===== config.mk =====
export PLATFORM = sky130hd
export DESIGN_NAME = zx0_core
export DESIGN_NICKNAME = d
export VERILOG_FILES = /design/src/zx0_pkg.sv /design/src/zx0_core.sv
export SDC_FILE = /design/constraint.sdc
export NUM_CORES = 1
export LEC_CHECK = 0
export BUFFER_PORTS_ARGS = -buffer_cell sky130_fd_sc_hd__buf_2
export CAP_MARGIN = 10
export CORE_MARGIN = 10
export CORE_UTILIZATION = 67
export DETAILED_ROUTE_END_ITERATION = 12
export PLACE_DENSITY = 0.91
export SETUP_SLACK_MARGIN = 0.2
export SYNTH_ARGS = -nofsm -noshare
export SYNTH_HDL_FRONTEND = slang
export SYNTH_SLANG_ARGS = --single-unit

===== constraint.sdc =====
create_clock -name clk -period 6.6 [get_ports clk]
set_clock_uncertainty 0.05 [all_clocks]
set_input_delay 0.33 -clock clk [delete_from_list [all_inputs] [get_ports clk]]
set_output_delay 0.33 -clock clk [all_outputs]
set_load 0.03 [all_outputs]

===== src/zx0_pkg.sv =====
// ----------------------------------------------------------------------------
// zx0 package
// shared types, phase codes and status codes of the zx0 stream decompressor
// ----------------------------------------------------------------------------
package zx0_pkg;

  localparam int WINDOW_BYTES_DEF = 32768;
  localparam int GAMMA_BITS_DEF   = 32;

  // decoder phase codes
  typedef enum logic [3:0] {
    PH_LIT_LEN    = 4'd0,
    PH_LIT_COPY   = 4'd1,
    PH_AFTER_LIT  = 4'd2,
    PH_REP_LEN    = 4'd3,
    PH_OFS_MSB    = 4'd4,
    PH_OFS_LSB    = 4'd5,
    PH_NEW_LEN    = 4'd6,
    PH_COPY       = 4'd7,
    PH_AFTER_COPY = 4'd8,
    PH_DONE       = 4'd9,
    PH_ERR_OFS    = 4'd10,
    PH_ERR_GAMMA  = 4'd11
  } phase_t;

  // result status codes
  typedef enum logic [1:0] {
    ST_OK        = 2'd0,
    ST_REJECTED  = 2'd1,
    ST_BAD_OFS   = 2'd2,
    ST_GAMMA_OVF = 2'd3
  } status_t;

  // opcode of an input item
  localparam logic OP_BYTE = 1'b0;
  localparam logic OP_TICK = 1'b1;

  // one result item
  typedef struct packed {
    status_t    status;
    logic       finished;
    logic       wants_byte;
    logic       out_valid;
    logic [7:0] out_byte;
  } result_t;

endpackage


===== src/zx0_core.sv =====
// ----------------------------------------------------------------------------
// zx0 core
// decoder sequencer: bit buffer, gamma decoding, phase control and history
// reads and writes for literal and match bytes
// ----------------------------------------------------------------------------
module zx0_core #(
  parameter int WINDOW_BYTES = zx0_pkg::WINDOW_BYTES_DEF,
  parameter int GAMMA_BITS   = zx0_pkg::GAMMA_BITS_DEF
) (
  input  logic                            clk,
  input  logic                            rst_n,
  input  logic                            start,
  input  logic                            opcode,
  input  logic [7:0]                      in_byte,
  output logic                            busy,
  output logic                            done,
  output zx0_pkg::result_t                result,
  output logic                            mem_wr_en,
  output logic [$clog2(WINDOW_BYTES)-1:0] mem_wr_addr,
  output logic [7:0]                      mem_wr_data,
  output logic [$clog2(WINDOW_BYTES)-1:0] mem_rd_addr,
  input  logic [7:0]                      mem_rd_data
);

  localparam int AW = $clog2(WINDOW_BYTES);
  localparam int CW = $clog2(WINDOW_BYTES + 1);
  localparam logic [CW-1:0] WIN = CW'(WINDOW_BYTES);

  // sequencer states
  typedef enum logic [3:0] {
    S_IDLE = 4'b0001,
    S_RUN  = 4'b0010,
    S_READ = 4'b0100,
    S_DONE = 4'b1000
  } seq_t;

  seq_t                  seq_r, seq_nxt;
  zx0_pkg::phase_t       phase_r, phase_nxt;
  logic [AW-1:0]         wp_r, wp_nxt;
  logic [CW-1:0]         bw_r, bw_nxt;
  logic [7:0]            buf_r, buf_nxt;
  logic [3:0]            pos_r, pos_nxt;
  logic                  reuse_r, reuse_nxt;
  logic                  saved_r, saved_nxt;
  logic [GAMMA_BITS-1:0] gam_r, gam_nxt;
  logic                  pend_r, pend_nxt;
  logic [32:0]           run_r, run_nxt;
  logic [CW-1:0]         mofs_r, mofs_nxt;
  zx0_pkg::result_t      res_r, res_nxt;

  logic                  bit_phase, wants, tb;
  logic [GAMMA_BITS+7:0] ofs_full;
  logic [AW:0]           idx_sum;
  logic [7:0]            wr_byte;
  logic                  wr_en;

  // wants-a-byte condition on current state
  always_comb begin
    bit_phase = (phase_r == zx0_pkg::PH_LIT_LEN) || (phase_r == zx0_pkg::PH_AFTER_LIT) ||
                (phase_r == zx0_pkg::PH_REP_LEN) || (phase_r == zx0_pkg::PH_OFS_MSB) ||
                (phase_r == zx0_pkg::PH_NEW_LEN) || (phase_r == zx0_pkg::PH_AFTER_COPY);
    if (phase_r == zx0_pkg::PH_LIT_COPY) begin
      wants = (run_r != '0);
    end else if (phase_r == zx0_pkg::PH_OFS_LSB) begin
      wants = 1'b1;
    end else begin
      wants = bit_phase && !reuse_r && (pos_r == 4'd0);
    end
    tb = reuse_r ? saved_r : buf_r[3'(pos_r - 4'd1)];
  end

  // new offset from gamma high part and the low byte
  assign ofs_full = {1'b0, gam_r, 7'd0} - {{GAMMA_BITS{1'b0}}, 1'b0, in_byte[7:1]};
  // history read index for the match copy
  assign idx_sum = {1'b0, wp_r} + (AW+1)'(WINDOW_BYTES) - (AW+1)'(mofs_r);
  assign mem_rd_addr = (idx_sum >= (AW+1)'(WINDOW_BYTES)) ?
                       AW'(idx_sum - (AW+1)'(WINDOW_BYTES)) : AW'(idx_sum);

  assign mem_wr_en   = wr_en;
  assign mem_wr_addr = wp_r;
  assign mem_wr_data = wr_byte;

  // one step of the decoder per cycle
  always_comb begin
    seq_nxt   = seq_r;
    phase_nxt = phase_r;
    wp_nxt    = wp_r;
    bw_nxt    = bw_r;
    buf_nxt   = buf_r;
    pos_nxt   = pos_r;
    reuse_nxt = reuse_r;
    saved_nxt = saved_r;
    gam_nxt   = gam_r;
    pend_nxt  = pend_r;
    run_nxt   = run_r;
    mofs_nxt  = mofs_r;
    res_nxt   = res_r;
    wr_en     = 1'b0;
    wr_byte   = in_byte;
    unique case (seq_r)
      S_IDLE: begin
        if (start) begin
          res_nxt = '0;
          if (phase_r == zx0_pkg::PH_ERR_OFS || phase_r == zx0_pkg::PH_ERR_GAMMA) begin
            seq_nxt = S_DONE;
          end else if (opcode == zx0_pkg::OP_TICK) begin
            seq_nxt = S_RUN;
          end else if (!wants) begin
            res_nxt.status = zx0_pkg::ST_REJECTED;
            seq_nxt = S_DONE;
          end else if (phase_r == zx0_pkg::PH_LIT_COPY) begin
            wr_en = 1'b1;
            wp_nxt = (wp_r == AW'(WINDOW_BYTES - 1)) ? '0 : wp_r + AW'(1);
            if (bw_r < WIN) bw_nxt = bw_r + CW'(1);
            res_nxt.out_byte = in_byte;
            res_nxt.out_valid = 1'b1;
            run_nxt = run_r - 33'd1;
            if (run_r == 33'd1) phase_nxt = zx0_pkg::PH_AFTER_LIT;
            seq_nxt = S_DONE;
          end else if (phase_r == zx0_pkg::PH_OFS_LSB) begin
            gam_nxt = GAMMA_BITS'(1);
            if (ofs_full > (GAMMA_BITS+8)'(bw_r) ||
                ofs_full > (GAMMA_BITS+8)'(WINDOW_BYTES)) begin
              phase_nxt = zx0_pkg::PH_ERR_OFS;
              seq_nxt = S_DONE;
            end else begin
              mofs_nxt  = CW'(ofs_full);
              saved_nxt = in_byte[0];
              reuse_nxt = 1'b1;
              phase_nxt = zx0_pkg::PH_NEW_LEN;
              seq_nxt = S_RUN;
            end
          end else begin
            buf_nxt = in_byte;
            pos_nxt = 4'd8;
            seq_nxt = S_RUN;
          end
        end
      end
      S_RUN: begin
        if (phase_r == zx0_pkg::PH_DONE || phase_r == zx0_pkg::PH_ERR_OFS ||
            phase_r == zx0_pkg::PH_ERR_GAMMA || wants) begin
          seq_nxt = S_DONE;
        end else if (phase_r == zx0_pkg::PH_LIT_COPY) begin
          phase_nxt = zx0_pkg::PH_AFTER_LIT;
        end else if (phase_r == zx0_pkg::PH_COPY) begin
          if (mofs_r > bw_r || mofs_r == '0 || mofs_r > WIN) begin
            phase_nxt = zx0_pkg::PH_ERR_OFS;
            seq_nxt = S_DONE;
          end else begin
            seq_nxt = S_READ;
          end
        end else begin
          // consume one bit
          if (reuse_r) reuse_nxt = 1'b0;
          else pos_nxt = pos_r - 4'd1;
          if (phase_r == zx0_pkg::PH_AFTER_LIT) begin
            phase_nxt = tb ? zx0_pkg::PH_OFS_MSB : zx0_pkg::PH_REP_LEN;
          end else if (phase_r == zx0_pkg::PH_AFTER_COPY) begin
            phase_nxt = tb ? zx0_pkg::PH_OFS_MSB : zx0_pkg::PH_LIT_LEN;
          end else if (!pend_r) begin
            if (!tb) begin
              pend_nxt = 1'b1;
            end else if (phase_r == zx0_pkg::PH_OFS_MSB) begin
              phase_nxt = (gam_r == GAMMA_BITS'(256)) ? zx0_pkg::PH_DONE :
                          zx0_pkg::PH_OFS_LSB;
            end else begin
              gam_nxt = GAMMA_BITS'(1);
              if (phase_r == zx0_pkg::PH_LIT_LEN) begin
                run_nxt = 33'(gam_r);
                phase_nxt = zx0_pkg::PH_LIT_COPY;
              end else if (phase_r == zx0_pkg::PH_REP_LEN) begin
                run_nxt = 33'(gam_r);
                phase_nxt = zx0_pkg::PH_COPY;
              end else if (33'(gam_r) == 33'hFFFFFFFF) begin
                phase_nxt = zx0_pkg::PH_ERR_GAMMA;
              end else begin
                run_nxt = 33'(gam_r) + 33'd1;
                phase_nxt = zx0_pkg::PH_COPY;
              end
            end
          end else begin
            pend_nxt = 1'b0;
            if (gam_r[GAMMA_BITS-1]) begin
              phase_nxt = zx0_pkg::PH_ERR_GAMMA;
              seq_nxt = S_DONE;
            end else begin
              gam_nxt = {gam_r[GAMMA_BITS-2:0],
                         tb ^ (phase_r == zx0_pkg::PH_OFS_MSB)};
            end
          end
        end
      end
      S_READ: begin
        // history byte arrives from the registered ram read in the cycle after the address
        wr_en = 1'b1;
        wr_byte = mem_rd_data;
        wp_nxt = (wp_r == AW'(WINDOW_BYTES - 1)) ? '0 : wp_r + AW'(1);
        if (bw_r < WIN) bw_nxt = bw_r + CW'(1);
        res_nxt.out_byte = mem_rd_data;
        res_nxt.out_valid = 1'b1;
        run_nxt = run_r - 33'd1;
        if (run_r == 33'd1) phase_nxt = zx0_pkg::PH_AFTER_COPY;
        seq_nxt = S_DONE;
      end
      S_DONE: begin
        seq_nxt = S_IDLE;
      end
      default: begin
        seq_nxt = S_IDLE;
      end
    endcase
  end

  // result flags follow the state after the step
  always_comb begin
    result = res_r;
    result.wants_byte = wants;
    result.finished = (phase_r == zx0_pkg::PH_DONE);
    if (phase_r == zx0_pkg::PH_ERR_OFS) result.status = zx0_pkg::ST_BAD_OFS;
    else if (phase_r == zx0_pkg::PH_ERR_GAMMA) result.status = zx0_pkg::ST_GAMMA_OVF;
  end

  assign busy = (seq_r != S_IDLE);
  assign done = (seq_r == S_DONE);

  // state registers
  always_ff @(posedge clk) begin
    if (!rst_n) begin
      seq_r   <= S_IDLE;
      phase_r <= zx0_pkg::PH_LIT_LEN;
      wp_r    <= '0;
      bw_r    <= '0;
      buf_r   <= '0;
      pos_r   <= '0;
      reuse_r <= 1'b0;
      saved_r <= 1'b0;
      gam_r   <= GAMMA_BITS'(1);
      pend_r  <= 1'b0;
      run_r   <= '0;
      mofs_r  <= CW'(1);
    end else begin
      seq_r   <= seq_nxt;
      phase_r <= phase_nxt;
      wp_r    <= wp_nxt;
      bw_r    <= bw_nxt;
      buf_r   <= buf_nxt;
      pos_r   <= pos_nxt;
      reuse_r <= reuse_nxt;
      saved_r <= saved_nxt;
      gam_r   <= gam_nxt;
      pend_r  <= pend_nxt;
      run_r   <= run_nxt;
      mofs_r  <= mofs_nxt;
    end
  end

  // result payload
  always_ff @(posedge clk) begin
    res_r <= res_nxt;
  end

endmodule


==> run summary, run 1 <==
CTS
• 145 — Sinks on Clock Net
• 0.43 ns — clock latency on the worst-skew pair
• 0 — Post-CTS Setup Repair Bufs
• sky130_fd_sc_hd__clkbuf_16 — CTS root buf
• 2 — CTS max path bufs
• 17 — Num CTS Buffers
• 4 — htree depth
• 0 — post-CTS sizing
• 0 — number of hold buffers added after cts
• yes — TritonCTS clock tree
• 0.06 ns — clk slew on worst S/H paths

Logic synthesis
• 6.79% — adder and majority cell fraction of the synthesized area
• 1460 — syn_nets
• 7.22% — synthesized-area fraction occupied by xor and xnor cells
• sky130_fd_sc_hd__nand2_1 — count leader, synth
• 3.44% — mux contribution to synthesized area
• 1384 — count of mapped cells out of synthesis
• 29.2% — area share of and/or/nand/nor cells after synthesis
• 25.9% — area share of the largest cell type after synthesis
• 0 — Yosys warnings
• 0% — fraction of registers with async set/reset
• sky130_fd_sc_hd__dfxtp_1 — dominant cell type by area after synthesis
• sky130_fd_sc_hd__dfxtp_1 — Post-synth top flop
• 28.8% — portion of the post-synthesis area used by sequential elements
• 10400 sq um — netlist area before placement
• 17.6% — fraction of the mapped netlist area in compound gates
• 7.53 sq um — per-instance average area after synthesis
• sky130_fd_sc_hd__nand2_1 (165), sky130_fd_sc_hd__nor2_1 (136), sky130_fd_sc_hd__dfxtp_1 (135), sky130_fd_sc_hd__o21ai_0 (79), sky130_fd_sc_hd__nand3_1 (74) — synth cell count leaders
• sky130_fd_sc_hd__dfxtp_1 (26%), sky130_fd_sc_hd__ha_1 (6.6%), sky130_fd_sc_hd__nand2_1 (5.9%) — Synth area leaders
• 10 — count of flip-flops with a built-in enable after synthesis
• 145 — Synth Register Bits
• 81 — count of distinct cell types in the synthesized netlist
• simple AND/OR/NAND/NOR gates — main combinational cell family by area after synthesis

STA
• 16.6% — Slew headroom
• 0.138 ns — Hold Slack
• 0 ns — sum of negative setup slack
• 0 — number of pins with negative max-slew slack in the final report
• 0 — Final Hold Violating Endpoints
• 1.75 ns — setup ws final
• 1.23 ns — actual slew at the worst max-slew pin
• 0 — total of endpoints with negative setup slack in the final report
• 4.85 ns — min cycle time layout
• 73.6% — crit share post-route
• 0.206 GHz — highest achievable clock rate
• no — setup repair after global routing missed its margin

Worst setup path
• 6.89 ns — required time of the worst setup path
• 17 — crit-path max FO
• 0.53 ns — Slowest Stage Delay on Critical Path
• sky130_fd_sc_hd__nand3_2 — library cell contributing the largest single delay on the critical path
• register to register — critical setup path kind
• register — endpoint class of the critical path
• 1.75 ns — worst setup slack for register-to-register paths
• mofs_r[8] — endpoint of the lowest-slack register-to-register path
• register — startpoint types
• 16 — r2r worst-path depth
• inv_1 > ha_1 > nor3b_1 > o31ai_4 > or3_1 > xnor2_1 > ha_1 > nand4_1 > nor3_1 > a21boi_0 > o41ai_1 > nand4_1 > nor4_1 > and4b_1 > nand3_2 > mux2i_1 — crit-path cells
• simple AND/OR/NAND/NOR gates — top cell family by delay on the critical path
• 16 — number of stages on the worst setup path
• gam_r[0] — FF-to-FF Start
• 5.15 ns — CP arrival
• 1 — number of buffers and inverters on the critical path

Layout
• 8.89% — area delta synth->final
• 11.3% — share of layout cells above drive strength 1
• 0 — antenna diode instance count
• 1590 — Layout Cells excl Fill
• 1079 — fill cell instance count of the final layout
• 1465 — Final #Nets

Route
• 0 — DRC violations left
• 0 — post-detailed-route count of antenna-violating nets
• 1141 — number of DRC violations after detailed-routing iteration 0
• 6.46 — number of vias per cell
• 28300 microns — routed wire length
• 17.8 microns — detailed-route wire length per cell
• 6 — 1st-pass router iterations
• 10300 — via count of the routed design

Floorplanning
• 15200 sq um — Floorplan Core Area
• 68.6% — Initial Util
• 74 — number of ports placed on the die boundary
• 45 — Core Rows
• 145 microns — width of the die
• 21000 sq um — die area
• 145 microns — die span in y

Pwr
• 0.203 mV — maximum ir drop on the vdd rail
• 4.44 nW — leakage dissipation
• 216 nW/um^2 — power density over the cells

Placed design
• 1557 — total placed cells including tap cells
• 0.962 — weighted congestion at the end of routability-driven global placement
• 1.68 ns — dpl ws
• 19800 microns — placed wire-length estimate after detailed placement
• 73 — number of buffer cells added on primary ports

Global route
• 0 — antenna violations before repair
• 9232 — number of global-route vias before repair
• 26.3% — global router's overall resource usage
• 77 — pin count of the biggest net entering global routing
• 45600 microns — wire length of the first global-routing pass
• 0 — remaining global-route overflow

Run
• 0 — Max-cap violations

Worst hold path
• mem_rd_data[5] — critical hold path startpoint
• 3 — cell count of the worst hold path
• result[5] — Endpoint, Worst Hold
• input pin to register — Hold Path Class

Outcome
• completed — result of the run

## final cells by class
cell class                 instances  area, sq um  share of cell area [%]
multi-input combinational       1069         6740                    59.4
sequential                       145         3000                    26.4
clock buffer                      21          503                    4.43
timing repair buffer              85          478                    4.21
inverter                          71          267                    2.35
tap                              188          235                    2.07
clock inverter                    11          125                    1.10
## flip-flops by register name, indices dropped and copies added, names as in the netlist
name	count
pos_r	4
result	9
gam_r	32
res_r	1
phase_r	4
run_r	33
saved_r	1
reuse_r	1
bw_r	16
mem_wr_addr	15
mofs_r	16
pend_r	1
seq_r	4
buf_r	8
## cell usage in the layout, fill, tap and decap left out, types with 5 or more instances in the layout
cell and instances:
sky130_fd_sc_hd__nand2_1 165, sky130_fd_sc_hd__nor2_1 136, sky130_fd_sc_hd__dfxtp_1 135, sky130_fd_sc_hd__o21ai_0 79
sky130_fd_sc_hd__nand3_1 74, sky130_fd_sc_hd__buf_2 72, sky130_fd_sc_hd__inv_1 70, sky130_fd_sc_hd__a21oi_1 70
sky130_fd_sc_hd__xnor2_1 64, sky130_fd_sc_hd__ha_1 55, sky130_fd_sc_hd__nor3_1 49, sky130_fd_sc_hd__nand4_1 35
sky130_fd_sc_hd__mux2i_1 28, sky130_fd_sc_hd__and2_1 27, sky130_fd_sc_hd__nor4_1 25, sky130_fd_sc_hd__xor2_1 22
sky130_fd_sc_hd__nor2b_1 21, sky130_fd_sc_hd__clkbuf_16 19, sky130_fd_sc_hd__or3_1 17, sky130_fd_sc_hd__o21a_1 12
sky130_fd_sc_hd__a31oi_1 12, sky130_fd_sc_hd__o221a_2 12, sky130_fd_sc_hd__buf_4 12, sky130_fd_sc_hd__a211oi_1 11
sky130_fd_sc_hd__edfxtp_1 10, sky130_fd_sc_hd__nand2b_1 9, sky130_fd_sc_hd__a21boi_0 9, sky130_fd_sc_hd__a21o_1 9
sky130_fd_sc_hd__a22oi_1 7, sky130_fd_sc_hd__nor3b_1 6, sky130_fd_sc_hd__or2_2 5, sky130_fd_sc_hd__or4_1 5
sky130_fd_sc_hd__o41ai_1 5, sky130_fd_sc_hd__and3_1 5, sky130_fd_sc_hd__o21bai_1 5, sky130_fd_sc_hd__nor4b_1 5
sky130_fd_sc_hd__o21ai_1 5, sky130_fd_sc_hd__a32oi_1 5, sky130_fd_sc_hd__clkinvlp_4 5
## layer usage
layer	up-vias	part of all wire, %	GRT usage [%]
met5	-	0	0
met4	0	2.6	10.7
met3	63	9.1	4.60
met2	543	47	42.9
met1	4772	42	33.7
li1	4896	-	-
## logic make-up after synthesis
| family | after synthesis |
|---|---|
| XOR/XNOR | 86 |
| AND/OR/NAND/NOR | 611 |
| multiplexers | 33 |
| buffers and inverters | 170 |
| AO/OA/AOI/OAI | 283 |
| adder cells (fa/ha/maj) | 56 |
| flip-flops | 145 |
## worst max-delay path by stage
stage / startpoint / to
after global placement: in_byte[1] / mofs_r[13]
after global routing: gam_r[0] / mofs_r[8]
after floorplan: gam_r[0] / mofs_r[10]
after detailed placement: in_byte[1] / mofs_r[3]
final: gam_r[0] / mofs_r[8]
after CTS: gam_r[0] / mofs_r[3]
## per-stage QoR
stage	util [%]	cell area, sq um	total power [mW]
after floorplan	-	10400	1.34
after global placement	70.4	10700	1.43
after detailed placement	70.4	10700	1.44
after CTS	74.5	11300	2.45
after global routing	74.7	11400	2.56
final	74.7	11400	2.46
## power breakdown
group          switching (mW)  total (mW)  internal, mW  leakage (nW)
clock                   0.393        1.01         0.621         0.294
combinational           0.315       0.500         0.185          2.95
sequential             0.0315       0.944         0.912          1.19
total                   0.740        2.46          1.72          4.44
## worst reg2reg max path, stage by stage, from the launching register on
cell and delay [ns]:
sky130_fd_sc_hd__dfxtp_1 0.39, sky130_fd_sc_hd__inv_1 0.18, sky130_fd_sc_hd__ha_1 0.20, sky130_fd_sc_hd__nor3b_1 0.47
sky130_fd_sc_hd__o31ai_4 0.24, sky130_fd_sc_hd__or3_1 0.37, sky130_fd_sc_hd__xnor2_1 0.19, sky130_fd_sc_hd__ha_1 0.28
sky130_fd_sc_hd__nand4_1 0.15, sky130_fd_sc_hd__nor3_1 0.10, sky130_fd_sc_hd__a21boi_0 0.14, sky130_fd_sc_hd__o41ai_1 0.40
sky130_fd_sc_hd__nand4_1 0.14, sky130_fd_sc_hd__nor4_1 0.19, sky130_fd_sc_hd__and4b_1 0.44, sky130_fd_sc_hd__nand3_2 0.53
sky130_fd_sc_hd__mux2i_1 0.33
Power figures use the tool's default switching activity.
==> inputs of run 2 (changes only) <==
- CORE_UTILIZATION: 67 -> 62
- PLACE_DENSITY: 0.91 -> 0.86
- clock period: 6.6 -> 4.5 ns (I/O delays scaled with it)
==> run summary, run 2 (synthesis gave the netlist of run 1 again) <==
Layout
• sky130_fd_sc_hd__nand2_1 — most common library cell in the layout ignoring fill and taps
• sky130_fd_sc_hd__nand2_1 (165), sky130_fd_sc_hd__nor2_1 (136), sky130_fd_sc_hd__dfxtp_1 (135), sky130_fd_sc_hd__o21ai_0 (79), sky130_fd_sc_hd__nand3_1 (74) — most used cells in the layout excluding fill and tap cells
• 3000 sq um — area taken by flip-flops and latches
• run_r — register with the most flip-flops
• 1634 — Layout Cells excl Fill
• run_r x33, gam_r x32 — registers with the most flip-flops
• 0 — antenna diode instance count
• 10.1% — area delta synth->final
• 12.1% — share of layout cells above drive strength 1
• 1314 — fill cell instance count of the final layout
• 33 — number of flip-flops under the largest register name
• 1477 — Final #Nets
• 6760 sq um — area of the multi-input gates

Worst setup path
• 4.79 ns — required time of the worst setup path
• register to register — critical setup path kind
• 17 — number of stages on the worst setup path
• 0.38 ns — Slowest Stage Delay on Critical Path
• register — startpoint types
• 4.35 ns — CP arrival
• simple AND/OR/NAND/NOR gates — top cell family by delay on the critical path
• inv_1 > ha_1 > nor3b_4 > o31ai_4 > or3_1 > xnor2_1 > ha_1 > nand4_1 > nor3_1 > a21boi_0 > o41ai_2 > nand4_1 > nor4_1 > and4b_2 > nand3_2 > buf_4 > mux2i_1 — crit-path cells
• sky130_fd_sc_hd__and4b_2 — library cell contributing the largest single delay on the critical path
• 2 — number of buffers and inverters on the critical path
• 17 — crit-path max FO
• register — endpoint class of the critical path
• 17 — r2r worst-path depth

Route
• 13500 microns — Met2 Routed Length
• 10300 — via count of the routed design
• 17.8 microns — detailed-route wire length per cell
• 0 — DRC violations left
• 29100 microns — routed wire length
• 8 — 1st-pass router iterations
• met4 — highest metal layer with signal wires
• 2650 microns — sum of met3 wire segment lengths after detailed routing
• 12100 microns — wire length on met1
• 1147 — number of DRC violations after detailed-routing iteration 0
• 6.30 — number of vias per cell
• 0 — post-detailed-route count of antenna-violating nets

CTS
• 4 — htree depth
• 0.44 ns — clock latency on the worst-skew pair
• 0.06 ns — clk slew on worst S/H paths
• 2 — CTS max path bufs
• 17 — Num CTS Buffers
• 145 — Sinks on Clock Net
• sky130_fd_sc_hd__clkbuf_16 — CTS root buf
• yes — TritonCTS clock tree
• 0 — number of hold buffers added after cts

STA
• 90.2% — crit share post-route
• 0 — total of endpoints with negative setup slack in the final report
• 0.954 ns — actual slew at the worst max-slew pin
• 0 ns — sum of negative setup slack
• 4.06 ns — min cycle time layout
• 0.246 GHz — highest achievable clock rate
• 35.8% — Slew headroom
• no — setup repair after global routing missed its margin
• 0 — Final Hold Violating Endpoints
• 0 — number of pins with negative max-slew slack in the final report

Floorplanning
• 150 microns — die span in y
• 22400 sq um — die area
• 74 — number of ports placed on the die boundary
• 63.1% — Initial Util
• 16500 sq um — Floorplan Core Area
• 47 — Core Rows
• 150 microns — width of the die

Global route
• 25.6% — global router's overall resource usage
• 47500 microns — wire length of the first global-routing pass
• 9593 — number of global-route vias before repair
• 0 — remaining global-route overflow
• 0 — antenna violations before repair
• 74 — pin count of the biggest net entering global routing

Pwr
• 314 nW/um^2 — power density over the cells
• 0.318 mV — maximum ir drop on the vdd rail
• 4.48 nW — leakage dissipation

Placed design
• 1601 — total placed cells including tap cells
• 73 — number of buffer cells added on primary ports
• 0.978 — weighted congestion at the end of routability-driven global placement
• 20400 microns — placed wire-length estimate after detailed placement

Worst hold path
• 3 — cell count of the worst hold path
• input pin to register — Hold Path Class

Outcome
• completed — result of the run

Run
• 0 — Max-cap violations

[run 2: worst paths after layout]
check | start | end | slack, ns
worst min register to register | run_r[7] | run_r[7] | 0.42
worst max register to register | gam_r[1] | mofs_r[8] | 0.44
worst min-delay path | mem_rd_data[3] | result[3] | 0.02
worst max-delay path | gam_r[1] | mofs_r[8] | 0.44
[run 2: where the power goes]
group / internal [mW] / total [mW] / switching (mW)
clock: 0.882 / 1.47 / 0.593
sequential: 1.34 / 1.37 / 0.0365
combinational: 0.280 / 0.752 / 0.471
total: 2.50 / 3.60 / 1.10
[run 2: final cells by class]
cell class                      instances  area share (%)
Timing Repair Buffer                   97            4.88
Tap cell                              220            2.40
Multi-Input combinational cell       1069            58.9
Inverter                               71            2.32
Clock buffer                           21            4.21
Sequential cell                       145            26.2
Clock inverter                         11            1.11
[run 2: through the flow]
| step | total power, mW | cell area (sq um) | hold slack [ns] | utilization [%] | worst slack [ns] |
|---|---|---|---|---|---|
| 6_report | 3.60 | 11500 | 0.0246 | 69.5 | 0.439 |
| 5_1_grt | 3.75 | 11500 | 0.0372 | 69.5 | 0.210 |
| 4_1_cts | 3.58 | 11500 | 0.0181 | 69.3 | 0.377 |
| 3_5_place_dp | 2.13 | 10800 | 0.415 | 65.6 | 0.0666 |
| 3_3_place_gp | 2.11 | 10800 | 0.408 | 65.6 | 0.293 |
| 2_1_floorplan | 1.97 | 10400 | 0.314 | - | 0.524 |
[run 2: per-layer routing]
| metal | global-route usage, % | up-vias |
|---|---|---|
| met1 | 31.7 | 4818 |
| met5 | 0 | - |
| li1 | - | 4914 |
| met4 | 9.62 | 0 |
| met2 | 41.8 | 479 |
| met3 | 6.52 | 80 |
[run 2: what timing repair did]
action	in CTS	in global routing
pin swaps	0	1
gates resized for setup	1	3
setup buffers	0	1
setup endpoints to repair	1	17
[run 2: worst reg2reg max path, stage by stage, from the launching register on]
cell and delay, ns:
sky130_fd_sc_hd__dfxtp_1 0.32, sky130_fd_sc_hd__inv_1 0.13, sky130_fd_sc_hd__ha_1 0.20, sky130_fd_sc_hd__nor3b_4 0.26
sky130_fd_sc_hd__o31ai_4 0.12, sky130_fd_sc_hd__or3_1 0.34, sky130_fd_sc_hd__xnor2_1 0.20, sky130_fd_sc_hd__ha_1 0.28
sky130_fd_sc_hd__nand4_1 0.14, sky130_fd_sc_hd__nor3_1 0.09, sky130_fd_sc_hd__a21boi_0 0.14, sky130_fd_sc_hd__o41ai_2 0.34
sky130_fd_sc_hd__nand4_1 0.13, sky130_fd_sc_hd__nor4_1 0.21, sky130_fd_sc_hd__and4b_2 0.38, sky130_fd_sc_hd__nand3_2 0.09
sky130_fd_sc_hd__buf_4 0.25, sky130_fd_sc_hd__mux2i_1 0.27
